==> config.mk <==
export PLATFORM = sky130hd
export DESIGN_NAME = greedy_corner_decrement
export DESIGN_NICKNAME = d
export VERILOG_FILES = /design/src/gcd_pkg.sv /design/src/gcd_average.sv /design/src/greedy_corner_decrement.sv
export SDC_FILE = /design/constraint.sdc
export NUM_CORES = 2
export LEC_CHECK = 0
export ABC_AREA = 1
export BUFFER_PORTS_ARGS = -buffer_cell sky130_fd_sc_hd__buf_2
export CORE_ASPECT_RATIO = 0.9
export CORE_UTILIZATION = 55
export DETAILED_ROUTE_END_ITERATION = 12
export PLACE_DENSITY = 0.79
export SLEW_MARGIN = 20
export SYNTH_ARGS = -nofsm -noshare
export SYNTH_HDL_FRONTEND = slang
export SYNTH_SLANG_ARGS = --single-unit
==> constraint.sdc <==
create_clock -name clock -period 10.06 [get_ports clock]
set_input_delay 0 -clock clock [delete_from_list [all_inputs] [get_ports clock]]
set_output_delay 0 -clock clock [all_outputs]
set_load 0.01 [all_outputs]
==> src/gcd_pkg.sv <==
// -----------------------------------------------------------------------------
// gcd_pkg
// Shared widths, register indexes and the reciprocal table used to divide a
// corner sum by the inner value count.
// -----------------------------------------------------------------------------
package gcd_pkg;

   // Field widths
   localparam int VALUE_W     = 16;
   localparam int AMOUNT_W    = 24;
   localparam int NUMBER_W    = 3;
   localparam int CORNER_CFG_W = 4;
   localparam int INNER_CFG_W  = 3;

   // Configuration port
   localparam int CSR_INDEX_W = 2;
   localparam int CSR_DATA_W  = 4;
   localparam logic [CSR_INDEX_W-1:0] REG_CORNER_COUNT = 2'd0;
   localparam logic [CSR_INDEX_W-1:0] REG_INNER_COUNT  = 2'd1;

   // Reset values of the registers
   localparam logic [CORNER_CFG_W-1:0] CORNER_COUNT_RESET = 4'd8;
   localparam logic [INNER_CFG_W-1:0]  INNER_COUNT_RESET  = 3'd6;

   // Reciprocal scaling: floor(sum / d) ~= (sum * floor(2^20 / d)) >> 20,
   // low by at most one for sums below 2^19
   localparam int RECIP_SHIFT = 20;
   localparam int RECIP_W     = 21;

   function automatic logic [RECIP_W-1:0] recip(input logic [INNER_CFG_W-1:0] d);
      logic [RECIP_W-1:0] r;
      case (d)
         3'd2:    r = 21'd524288;
         3'd3:    r = 21'd349525;
         3'd4:    r = 21'd262144;
         3'd5:    r = 21'd209715;
         3'd6:    r = 21'd174762;
         default: r = 21'd1048576;
      endcase
      return r;
   endfunction

endpackage

==> src/gcd_average.sv <==
// -----------------------------------------------------------------------------
// gcd_average
// Three-stage averaging unit: sums the first ni values of a corner row,
// multiplies by the reciprocal of ni, then corrects the quotient by one.
// -----------------------------------------------------------------------------
module gcd_average #(
   parameter int MAX_INNER = 6
) (
   input  logic                                           clock,
   input  logic                                           reset,
   input  logic                                           start,
   input  logic [MAX_INNER-1:0][gcd_pkg::VALUE_W-1:0]     row,
   input  logic [gcd_pkg::INNER_CFG_W-1:0]                ni,
   output logic                                           done,
   output logic [gcd_pkg::VALUE_W-1:0]                    average
);

   localparam int SUM_W  = gcd_pkg::VALUE_W + $clog2(MAX_INNER);
   localparam int PROD_W = SUM_W + gcd_pkg::RECIP_W;
   localparam int QN_W   = SUM_W + gcd_pkg::INNER_CFG_W;

   logic                               v1_ff, v2_ff, done_ff;
   logic [SUM_W-1:0]                   sum1_ff, sum2_ff;
   logic [gcd_pkg::INNER_CFG_W-1:0]    ni1_ff, ni2_ff;
   logic [PROD_W-1:0]                  prod_ff;
   logic [gcd_pkg::VALUE_W-1:0]        average_ff;

   logic [SUM_W-1:0]                   sum_in;
   logic [SUM_W-1:0]                   q0;
   logic [QN_W-1:0]                    qn;
   logic [QN_W-1:0]                    rem;
   logic [SUM_W-1:0]                   q_fix;

   // Masked sum of the active inner values
   always_comb begin
      sum_in = '0;
      for (int j = 0; j < MAX_INNER; j++) begin
         if (j < int'(ni)) begin
            sum_in = sum_in + SUM_W'(row[j]);
         end
      end
   end

   // Quotient correction: remainder of the estimate reaches ni at most once
   always_comb begin
      q0    = prod_ff[gcd_pkg::RECIP_SHIFT +: SUM_W];
      qn    = QN_W'(q0) * QN_W'(ni2_ff);
      rem   = QN_W'(sum2_ff) - qn;
      q_fix = (rem >= QN_W'(ni2_ff)) ? q0 + SUM_W'(1) : q0;
   end

   // Valid bits
   always_ff @(posedge clock) begin
      if (reset) begin
         v1_ff   <= 1'b0;
         v2_ff   <= 1'b0;
         done_ff <= 1'b0;
      end else begin
         v1_ff   <= start;
         v2_ff   <= v1_ff;
         done_ff <= v2_ff;
      end
   end

   // Datapath stages
   always_ff @(posedge clock) begin
      sum1_ff    <= sum_in;
      ni1_ff     <= ni;
      prod_ff    <= PROD_W'(sum1_ff) * PROD_W'(gcd_pkg::recip(ni1_ff));
      sum2_ff    <= sum1_ff;
      ni2_ff     <= ni1_ff;
      average_ff <= q_fix[gcd_pkg::VALUE_W-1:0];
   end

   assign done    = done_ff;
   assign average = average_ff;

endmodule

==> src/greedy_corner_decrement.sv <==
// -----------------------------------------------------------------------------
// greedy_corner_decrement
// A cell arrives as one item per corner; each item is taken while the unit
// is idle and its inner values are written to a row memory. The final corner
// item starts the sharing: each corner's row is read and averaged in turn
// through one shared averaging unit, then the greedy choice scans the corner
// averages one per cycle through a single comparator, with a grant step after
// each scan, and repeats until the amount is used up or no corner qualifies.
// One result per corner then follows, one per cycle while rsp_stall is low.
// With k corners chosen there are k search passes when the amount runs out,
// k+1 when it does not, and none when the amount is zero. The input is
// stalled throughout. Configuration writes are always ready, and a write to
// either register restarts the cell load.
// -----------------------------------------------------------------------------
module greedy_corner_decrement #(
   parameter int MAX_CORNERS = 8,
   parameter int MAX_INNER   = 6
) (
   input  logic                                  clock,
   input  logic                                  reset,
   // input items
   input  logic                                  req_valid,
   output logic                                  req_stall,
   input  logic [gcd_pkg::VALUE_W-1:0]           req_value_0,
   input  logic [gcd_pkg::VALUE_W-1:0]           req_value_1,
   input  logic [gcd_pkg::VALUE_W-1:0]           req_value_2,
   input  logic [gcd_pkg::VALUE_W-1:0]           req_value_3,
   input  logic [gcd_pkg::VALUE_W-1:0]           req_value_4,
   input  logic [gcd_pkg::VALUE_W-1:0]           req_value_5,
   input  logic [gcd_pkg::AMOUNT_W-1:0]          req_cell_amount,
   // result items
   output logic                                  rsp_valid,
   input  logic                                  rsp_stall,
   output logic [gcd_pkg::NUMBER_W-1:0]          rsp_corner_number,
   output logic [gcd_pkg::VALUE_W-1:0]           rsp_corner_delta,
   output logic                                  rsp_last,
   // configuration writes
   input  logic                                  csr_valid,
   output logic                                  csr_ready,
   input  logic [gcd_pkg::CSR_INDEX_W-1:0]       csr_index,
   input  logic [gcd_pkg::CSR_DATA_W-1:0]        csr_data
);

   localparam int CI_W  = $clog2(MAX_CORNERS);
   localparam int ROW_W = MAX_INNER * gcd_pkg::VALUE_W;
   localparam int CC_W  = gcd_pkg::CORNER_CFG_W;
   localparam int IC_W  = gcd_pkg::INNER_CFG_W;
   localparam int VW    = gcd_pkg::VALUE_W;
   localparam int AW    = gcd_pkg::AMOUNT_W;

   // Sequencer states
   localparam logic [2:0] S_IDLE  = 3'd0;
   localparam logic [2:0] S_READ  = 3'd1;
   localparam logic [2:0] S_AVG   = 3'd2;
   localparam logic [2:0] S_WAIT  = 3'd3;
   localparam logic [2:0] S_SCAN  = 3'd4;
   localparam logic [2:0] S_GRANT = 3'd5;
   localparam logic [2:0] S_OUT   = 3'd6;

   logic [2:0]                          state_ff, state_in;
   logic [CC_W-1:0]                     corner_count_ff, corner_count_in;
   logic [IC_W-1:0]                     inner_count_ff, inner_count_in;
   logic [CC_W-1:0]                     load_cnt_ff, load_cnt_in;
   logic [CI_W-1:0]                     idx_ff, idx_in;
   logic [AW-1:0]                       remain_ff, remain_in;
   logic [VW-1:0]                       best_ff, best_in;
   logic [CI_W-1:0]                     pick_ff, pick_in;
   logic                                found_ff, found_in;
   logic [MAX_CORNERS-1:0][VW-1:0]      avg_ff, avg_in;
   logic [MAX_CORNERS-1:0][VW-1:0]      delta_ff, delta_in;
   logic [MAX_CORNERS-1:0]              chosen_ff, chosen_in;

   // Row memory, one row of inner values per corner
   logic [ROW_W-1:0]                    row_mem [MAX_CORNERS];
   logic [ROW_W-1:0]                    rd_data_ff;

   logic [CC_W-1:0]                     nc;
   logic [IC_W-1:0]                     ni;
   logic [CI_W-1:0]                     slot;
   logic [CC_W-1:0]                     slot_next;
   logic                                idx_last;
   logic                                req_take;
   logic                                csr_take;
   logic [5:0][VW-1:0]                  in_vals;
   logic [MAX_INNER-1:0][VW-1:0]        in_row;
   logic [VW-1:0]                       cand;
   logic                                cand_ok;
   logic                                avg_start;
   logic                                avg_done;
   logic [VW-1:0]                       avg_q;

   // Clamped configuration
   always_comb begin
      if (corner_count_ff < CC_W'(4)) begin
         nc = CC_W'(4);
      end else if (corner_count_ff > CC_W'(MAX_CORNERS)) begin
         nc = CC_W'(MAX_CORNERS);
      end else begin
         nc = corner_count_ff;
      end
      if (inner_count_ff == '0) begin
         ni = IC_W'(1);
      end else if (inner_count_ff > IC_W'(MAX_INNER)) begin
         ni = IC_W'(MAX_INNER);
      end else begin
         ni = inner_count_ff;
      end
   end

   // Handshakes and load slot
   assign req_stall = (state_ff != S_IDLE);
   assign req_take  = req_valid && !req_stall;
   assign csr_ready = 1'b1;
   assign csr_take  = csr_valid && csr_ready;
   assign slot      = (load_cnt_ff >= nc) ? '0 : load_cnt_ff[CI_W-1:0];
   assign slot_next = CC_W'(slot) + CC_W'(1);
   assign idx_last  = (CC_W'(idx_ff) + CC_W'(1)) == nc;

   always_comb begin
      in_vals = {req_value_5, req_value_4, req_value_3,
                 req_value_2, req_value_1, req_value_0};
      for (int j = 0; j < MAX_INNER; j++) begin
         in_row[j] = in_vals[j];
      end
   end

   // Row write on each item, registered read at the scan index
   always_ff @(posedge clock) begin
      if (req_take) begin
         row_mem[slot] <= in_row;
      end
      rd_data_ff <= row_mem[idx_ff];
   end

   // Shared averaging unit
   assign avg_start = (state_ff == S_AVG);

   gcd_average #(
      .MAX_INNER (MAX_INNER)
   ) u_average (
      .clock   (clock),
      .reset   (reset),
      .start   (avg_start),
      .row     (rd_data_ff),
      .ni      (ni),
      .done    (avg_done),
      .average (avg_q)
   );

   // Candidate test for the minimum search
   assign cand    = avg_ff[idx_ff];
   assign cand_ok = (cand != '0) && !chosen_ff[idx_ff] && (!found_ff || cand < best_ff);

   // Sequencer
   always_comb begin
      state_in        = state_ff;
      corner_count_in = corner_count_ff;
      inner_count_in  = inner_count_ff;
      load_cnt_in     = load_cnt_ff;
      idx_in          = idx_ff;
      remain_in       = remain_ff;
      best_in         = best_ff;
      pick_in         = pick_ff;
      found_in        = found_ff;
      avg_in          = avg_ff;
      delta_in        = delta_ff;
      chosen_in       = chosen_ff;

      unique case (state_ff)
         S_IDLE: begin
            if (req_take) begin
               if (slot_next == nc) begin
                  load_cnt_in = '0;
                  remain_in   = req_cell_amount;
                  delta_in    = '0;
                  chosen_in   = '0;
                  idx_in      = '0;
                  state_in    = S_READ;
               end else begin
                  load_cnt_in = slot_next;
               end
            end
         end
         S_READ: begin
            state_in = S_AVG;
         end
         S_AVG: begin
            state_in = S_WAIT;
         end
         S_WAIT: begin
            if (avg_done) begin
               avg_in[idx_ff] = avg_q;
               if (idx_last) begin
                  idx_in   = '0;
                  found_in = 1'b0;
                  state_in = (remain_ff != '0) ? S_SCAN : S_OUT;
               end else begin
                  idx_in   = idx_ff + CI_W'(1);
                  state_in = S_READ;
               end
            end
         end
         S_SCAN: begin
            if (cand_ok) begin
               best_in  = cand;
               pick_in  = idx_ff;
               found_in = 1'b1;
            end
            if (idx_last) begin
               idx_in   = '0;
               state_in = S_GRANT;
            end else begin
               idx_in = idx_ff + CI_W'(1);
            end
         end
         S_GRANT: begin
            if (!found_ff) begin
               state_in = S_OUT;
            end else begin
               chosen_in[pick_ff] = 1'b1;
               found_in           = 1'b0;
               if (remain_ff < AW'(best_ff)) begin
                  delta_in[pick_ff] = remain_ff[VW-1:0];
                  remain_in         = '0;
                  state_in          = S_OUT;
               end else begin
                  delta_in[pick_ff] = best_ff;
                  remain_in         = remain_ff - AW'(best_ff);
                  state_in          = (remain_ff == AW'(best_ff)) ? S_OUT : S_SCAN;
               end
            end
         end
         S_OUT: begin
            if (!rsp_stall) begin
               if (idx_last) begin
                  idx_in   = '0;
                  state_in = S_IDLE;
               end else begin
                  idx_in = idx_ff + CI_W'(1);
               end
            end
         end
         default: begin
            state_in = S_IDLE;
         end
      endcase

      // Register writes restart the cell load
      if (csr_take) begin
         unique case (csr_index)
            gcd_pkg::REG_CORNER_COUNT: begin
               corner_count_in = csr_data[CC_W-1:0];
               load_cnt_in     = '0;
            end
            gcd_pkg::REG_INNER_COUNT: begin
               inner_count_in = csr_data[IC_W-1:0];
               load_cnt_in    = '0;
            end
            default: begin
            end
         endcase
      end
   end

   always_ff @(posedge clock) begin
      if (reset) begin
         state_ff        <= S_IDLE;
         corner_count_ff <= gcd_pkg::CORNER_COUNT_RESET;
         inner_count_ff  <= gcd_pkg::INNER_COUNT_RESET;
         load_cnt_ff     <= '0;
         idx_ff          <= '0;
         remain_ff       <= '0;
         found_ff        <= 1'b0;
         delta_ff        <= '0;
         chosen_ff       <= '0;
      end else begin
         state_ff        <= state_in;
         corner_count_ff <= corner_count_in;
         inner_count_ff  <= inner_count_in;
         load_cnt_ff     <= load_cnt_in;
         idx_ff          <= idx_in;
         remain_ff       <= remain_in;
         found_ff        <= found_in;
         delta_ff        <= delta_in;
         chosen_ff       <= chosen_in;
      end
   end

   // Search payload
   always_ff @(posedge clock) begin
      best_ff <= best_in;
      pick_ff <= pick_in;
      avg_ff  <= avg_in;
   end

   // Result items, one per corner in order
   assign rsp_valid         = (state_ff == S_OUT);
   assign rsp_corner_number = gcd_pkg::NUMBER_W'(idx_ff);
   assign rsp_corner_delta  = delta_ff[idx_ff];
   assign rsp_last          = idx_last;

endmodule
# Yosys cells after proc, flatten, opt, wreduce, memory -nomap -nowiden
# Memories as Yosys holds them, arrays and structs flattened. A register that Yosys moved wholly into a read port is not among the register bits.
# Index checks and enable logic that the tools add are counted.
# totals
regBits,427
mem_bits_rw,768
input_bits,131
out_inout_bits,23
elab_cells,189
memories,1
# op_classes
add_sub_neg,11
multipliers,2
order_cmp,17
n_eq_ne,24
n_mux,71
n_bitwise,1
n_reduce_logical,27
# mem_list
name,depth,word_bits,rd,rd_ports_with_merged_regs,wr,line_no,rtl
row_mem,8,96,1,1,1,greedy_corner_decrement.sv:74,logic [ROW_W-1:0] row_mem [MAX_CORNERS];
# ops
operator,count
$mux 128,4
$bwmux 128,3
$pmux 128 s2,1
$pmux 21 s5,1
$bmux 16 s3,2
$demux 16 s3,2
$mux 16,6
$mux 24,4
$mux 19,5
$add 19x16->19,4
$pmux 24 s2,1
$mux 3,15
$mul 19x21->39,1
$mux 4,7
$eq 24x16->1,1
$lt 24x16->1,1
$mux 8,3
$reduce_bool 24->1,1
$sub 24x16->24,1
$ge 22x3->1,1
$mul 19x3->22,1
$sub 19x22->22,1
$pmux 3 s7,1
$eq 3x3->1 const B,6
other kinds (42),80

# Depth between registers and ports, before layout
# depth
depth_word,15
mapped_depth,52
depth_no_buf,52

# Hierarchy
# A second synthesis with hierarchy kept.
# unflattened
hier_cells,5897
area_unflattened_um2,62718.9
# by_module_without_submodules
module,n_inst,cells_each,area_each_um2,seq_area_each_um2
greedy_corner_decrement,1,3356,44400.1,32961.6
gcd_average,1,2541,18318.8,1641.6

# Least setup slack after synthesis
# Ideal clock, no wire load.
# synth_timing
path_kind,reg-to-reg
start,register corner_count_ff[3]
end,memory row_mem[6][0] in the netlist's numbering (enable)
setup_ps,668
arrival_time_ps,7863
t_required_ps,9392
slack_ps,1529
stages_incl_launch_ff,12
n_path_buf,0
period_less_slack_ps,8531
cell_sequence,dfxtp_1 > inv_2 > nand3_1 > ha_1 > inv_2 > o21bai_1 > nand2_1 > nand3_2 > nor2_4 > inv_2 > nand2_1 > nor3_1
# synth_between
elab_chain_cells,5
elab_cells_between_ends,6
classes_between,3 x order compare; 3 x mux
# synth_lines
item,line_no,rtl
from (decl),greedy_corner_decrement.sv:61,"logic [CC_W-1:0] corner_count_ff, corner_count_in;"
from (signal assigned),greedy_corner_decrement.sv:268,corner_count_ff <= gcd_pkg::CORNER_COUNT_RESET;
from (signal assigned),greedy_corner_decrement.sv:278,corner_count_ff <= corner_count_in;
$gt 4x4->1,greedy_corner_decrement.sv:96,end else if (corner_count_ff > CC_W'(MAX_CORNERS)) begin
$mux 4,greedy_corner_decrement.sv:96,
$mux 4 (*),greedy_corner_decrement.sv:94,if (corner_count_ff < CC_W'(4)) begin
$ge 4x4->1 (*),greedy_corner_decrement.sv:115,assign slot = (load_cnt_ff >= nc) ? '0 : load_cnt_ff[CI_W-1:0];
$mux 3 (*),greedy_corner_decrement.sv:115,
to (decl),greedy_corner_decrement.sv:74,
# Mark *: on every way between the ends. The rest lies on a longest branch, timed or not.

# Worst setup path after layout
# layout_timing
start,register inner_count_ff[2]
end,register u_average.sum1_ff[17]
# layout_between
elab_chain_cells,15
elab_cells_between_ends,21
classes_between,5 x add/sub; 7 x order compare; 8 x mux; 1 x reduce/logical
# layout_lines
item,line_no,rtl
from (decl),greedy_corner_decrement.sv:62,"logic [IC_W-1:0] inner_count_ff, inner_count_in;"
from (signal assigned),greedy_corner_decrement.sv:269,inner_count_ff <= gcd_pkg::INNER_COUNT_RESET;
from (signal assigned),greedy_corner_decrement.sv:279,inner_count_ff <= inner_count_in;
$gt 3x3->1,greedy_corner_decrement.sv:103,end else if (inner_count_ff > IC_W'(MAX_INNER)) begin
$mux 3,greedy_corner_decrement.sv:103,
$mux 3 (*),greedy_corner_decrement.sv:101,if (inner_count_ff == '0) begin
$lt 1x3->1,gcd_average.sv:38,if (j < int'(ni)) begin
$mux 16,gcd_average.sv:38,
$add 16x16->17,gcd_average.sv:39,sum_in = sum_in + SUM_W'(row[j]);
$mux 19,gcd_average.sv:38,
$add 19x16->19,gcd_average.sv:39,
$mux 19,gcd_average.sv:38,
$add 19x16->19,gcd_average.sv:39,
$mux 19,gcd_average.sv:38,
$add 19x16->19,gcd_average.sv:39,
$mux 19,gcd_average.sv:38,
$add 19x16->19,gcd_average.sv:39,
$mux 19 (*),gcd_average.sv:38,
named net u_average.sum_in[17],gcd_average.sv:28,logic [SUM_W-1:0] sum_in;
to (signal assigned),gcd_average.sv:67,sum1_ff <= sum_in;
to (decl),gcd_average.sv:23,"logic [SUM_W-1:0] sum1_ff, sum2_ff;"
# Mark *: on every way through the listed nets, which the timed path passes. The rest lies on a longest branch.
# A chain may end at the register's enable or synchronous reset.

==> qor.yml <==
worst_setup_path:
  critPathMostFrequentCell: "nand2_1"
  worstSetupEndpointType: "flip-flop"
  rr_worst_depth: 38
  crit_slowest_cell: "nor2_1"
  cp_num_buf_inv: 6
  critPathArrivalTime_ns: 8.59
  r2r-start: "inner_count_ff[2]$_SDFFE_PP1P_"
  crit_required_ns: 10.66
  critPathLaunch: "inner_count_ff[2]$_SDFFE_PP1P_"
  cp_max_fo: 26
  r2r_end: "u_average.sum1_ff[17]$_DFF_P_"
  crit_path_start_kind: "flip-flop"
  cp_slowest_stage_delay_ns: 0.60
  rrSetupSlack_ns: 2.07
  cp_top_family: "simple AND/OR/NAND/NOR gates"
  timing_worst_setup_path_type: "flip-flop to flip-flop"
timing:
  tns_ns: 0
  fin_crit_sh_pct: 79.44
  hold_viol: 0
  tightest_slew_ns: 1.230
  period_needed_ns: 7.992
  fmax_mhz: 125.1
  setup_viol: 0
  rsz0062_at_grt: "false"
  finClkSkew_ns: 0.09678
  slew_headroom_pct: 18.03
  slew_viol_final: 0
cts:
  cts_resized: 0
  cts_buffer_depth: 3
  tritoncts: "built"
  clk_latency_ns: 0.77
  numClockSinks: 1271
  post-cts-setup-buffers: 0
  clock-root-buffer: "clkbuf_16"
  cts_buffers: 119
  cts-htree-levels: 3
  clkTransAtPathRegs_ns: 0.07
  cts_hold_buf: 168
floorplan:
  start_util_pct: 55.61
  core.rowCount: 117
  io_pins: 154
  coreArea_um2: 113300
  die_h_um: 323.1
  dieArea_um2: 115900
  die_x_um: 358.8
hold_path:
  hold_path.class: "primary input to flip-flop"
  hold_path_end: "row_mem[5][6]$_DFFE_PP_"
  min_from: "req_value_0[6]"
  hold_depth: 2
place:
  place_area_um2: 65150
  io_buffer_count: 152
  dp_hpwl_um: 114900
  routabilityCongestion: 1.019
grt:
  grt_start_max_net_pins: 93
  grt_pass1_wl_um: 267000
  grt_pass1_vias: 45930
  gr-total-overflow: 0
  antenna_found_initial: 12
  track_usage_pct: 30.22
layout:
  layout_commonest_cell: "nand2_1"
  fillers: 8686
  final_area_um2: 70730
  drive_above_1_share_pct: 7.403
  mostFrequentLayoutCells: "nand2_1, edfxtp_1, inv_1"
  nNetsFinal: 6926
  multiInputGateArea_um2: 24770
  synthToLayoutAreaGrowth_pct: 12.24
  final-seq-area_um2: 34600
logic_synthesis:
  post_synth.cell_area_avg_um2: 10.47
  yosys_warnings: 0
  synthArstFlopShare_pct: 0
  synthFlopType: "edfxtp_1"
  synth_edf_count: 915
  synth_nets: 6660
  netlist_area_um2: 63010
  ys_seq_elements: 1271
  synth_cell_type_count: 58
  synth_cells: 6017
  synth.yosys.seq_area_share_pct: 54.91
routing:
  ant_nets: 0
  drc_errors: 0
  drt-total-wl_um: 175800
  dr.pass1.iters: 7
  via_per_inst: 5.946
  vias: 46900
  wl_per_cell_um: 22.28
  drt_iter0_markers: 5643
job:
  maxCapViolCount: 0
outcome:
  status: "finished clean"
[Yosys cell counts (21+ instances only)]
cell	n	area, um^2
a21oi_1	386	1932
a221oi_1	95	832.1
a22o_1	69	604.3
a22oi_1	166	1246
buf_1	34	127.6
buf_2	42	210.2
clkbuf_1	139	521.8
dfxtp_1	356	7127
edfxtp_1	915	27480
fa_1	245	4905
ha_1	267	3341
inv_1	719	2699
nand2_1	1255	4711
nand3_1	350	1752
nand4_1	130	813.3
nor2_1	312	1171
nor3_1	29	145.1
o21ai_0	172	860.8
o21ai_1	21	105.1
xnor2_1	47	411.6
xor2_1	65	569.3
[how the worst max path moves through the flow]
stage                                          to  slack [ns]  cells past startpoint
CTS                 u_average.sum1_ff[17]$_DFF_P_        2.04                     39
global placement    u_average.sum1_ff[17]$_DFF_P_        2.26                     39
global route        u_average.sum1_ff[17]$_DFF_P_        1.26                     38
finish              u_average.sum1_ff[17]$_DFF_P_        2.07                     38
detailed placement  u_average.sum1_ff[17]$_DFF_P_        2.07                     39
floorplan                 row_mem[6][0]$_DFFE_PP_        1.53                     11
[through the flow]
| stage | hold slack (ns) | util [%] | setup WS [ns] | std cells |
|---|---|---|---|---|
| 3_5_place_dp | 0.2657 | 57.50 | 2.068 | 7481 |
| 4_1_cts | 0.003218 | 62.37 | 2.042 | 7876 |
| 5_1_grt | 0.04548 | 62.41 | 1.256 | 7881 |
| 6_report | 0.05562 | 62.42 | 2.068 | 7888 |
| 2_1_floorplan | 0.09887 | - | 1.529 | 6017 |
| 3_3_place_gp | 0.2459 | 57.50 | 2.259 | 7481 |
[per-layer routing]
metal  vias to the layer above  GRT usage [%]  part of all wire [%]  routed length, um
li1                      21210              -                     -                  -
met1                     22630          41.92                    40              70700
met2                      2618          48.04                    46              81630
met3                       431          5.585                    10              17680
met4                        10          10.04                   3.2               5700
met5                         -              0                 0.038                 67
[worst register-to-register path, delay by kind of cell, from the launching register on]
| family | cells | cell delay (ns) |
|---|---|---|
| AND/OR/NAND/NOR | 14 | 2.11 |
| buffers and inverters | 6 | 1.07 |
| AO/OA/AOI/OAI | 10 | 2.11 |
| XOR/XNOR | 3 | 0.49 |
| flip-flops | 1 | 0.30 |
| adder cells (fa/ha/maj) | 5 | 1.80 |
[cell families after synthesis]
group	share of synthesized area [%]
AOI/OAI and AO/OA	9.852
xor gates and xnor gates	1.557
adders and majority gates	13.08
buffers and inverters	5.951
DFF	54.91
muxes	0.01787
other	0.005951
and+or+nand+nor	14.62
[final cells by class]
type | instances | share of cell area, %
diodes | 12 | 0.04246
clock buffers | 173 | 4.711
clock inverters | 54 | 0.7129
inverters | 742 | 3.970
multi-input cells | 3779 | 35.02
flip-flops and latches | 1271 | 48.92
well taps | 1487 | 2.631
repair buffers | 370 | 3.987
[state kept, by name (all words and copies together) (netlist names)]
name               flops
row_mem              768
avg_ff               128
delta_ff             128
rd_data_ff            96
remain_ff             24
u_average.prod_ff     19
u_average.sum1_ff     19
u_average.sum2_ff     19
best_ff               16
u_average.average     16
chosen_ff              8
corner_count_ff        4
load_cnt_ff            4
inner_count_ff         3
pick_ff                3
rsp_corner_number      3
state_ff               3
u_average.ni1_ff       3
u_average.ni2_ff       3
found_ff               1
u_average.done         1
u_average.v1_ff        1
u_average.v2_ff        1
Power is left out: the tool's default activity adds up to more than one toggle a clock period on the data nets, which glitch-free logic cannot reach.
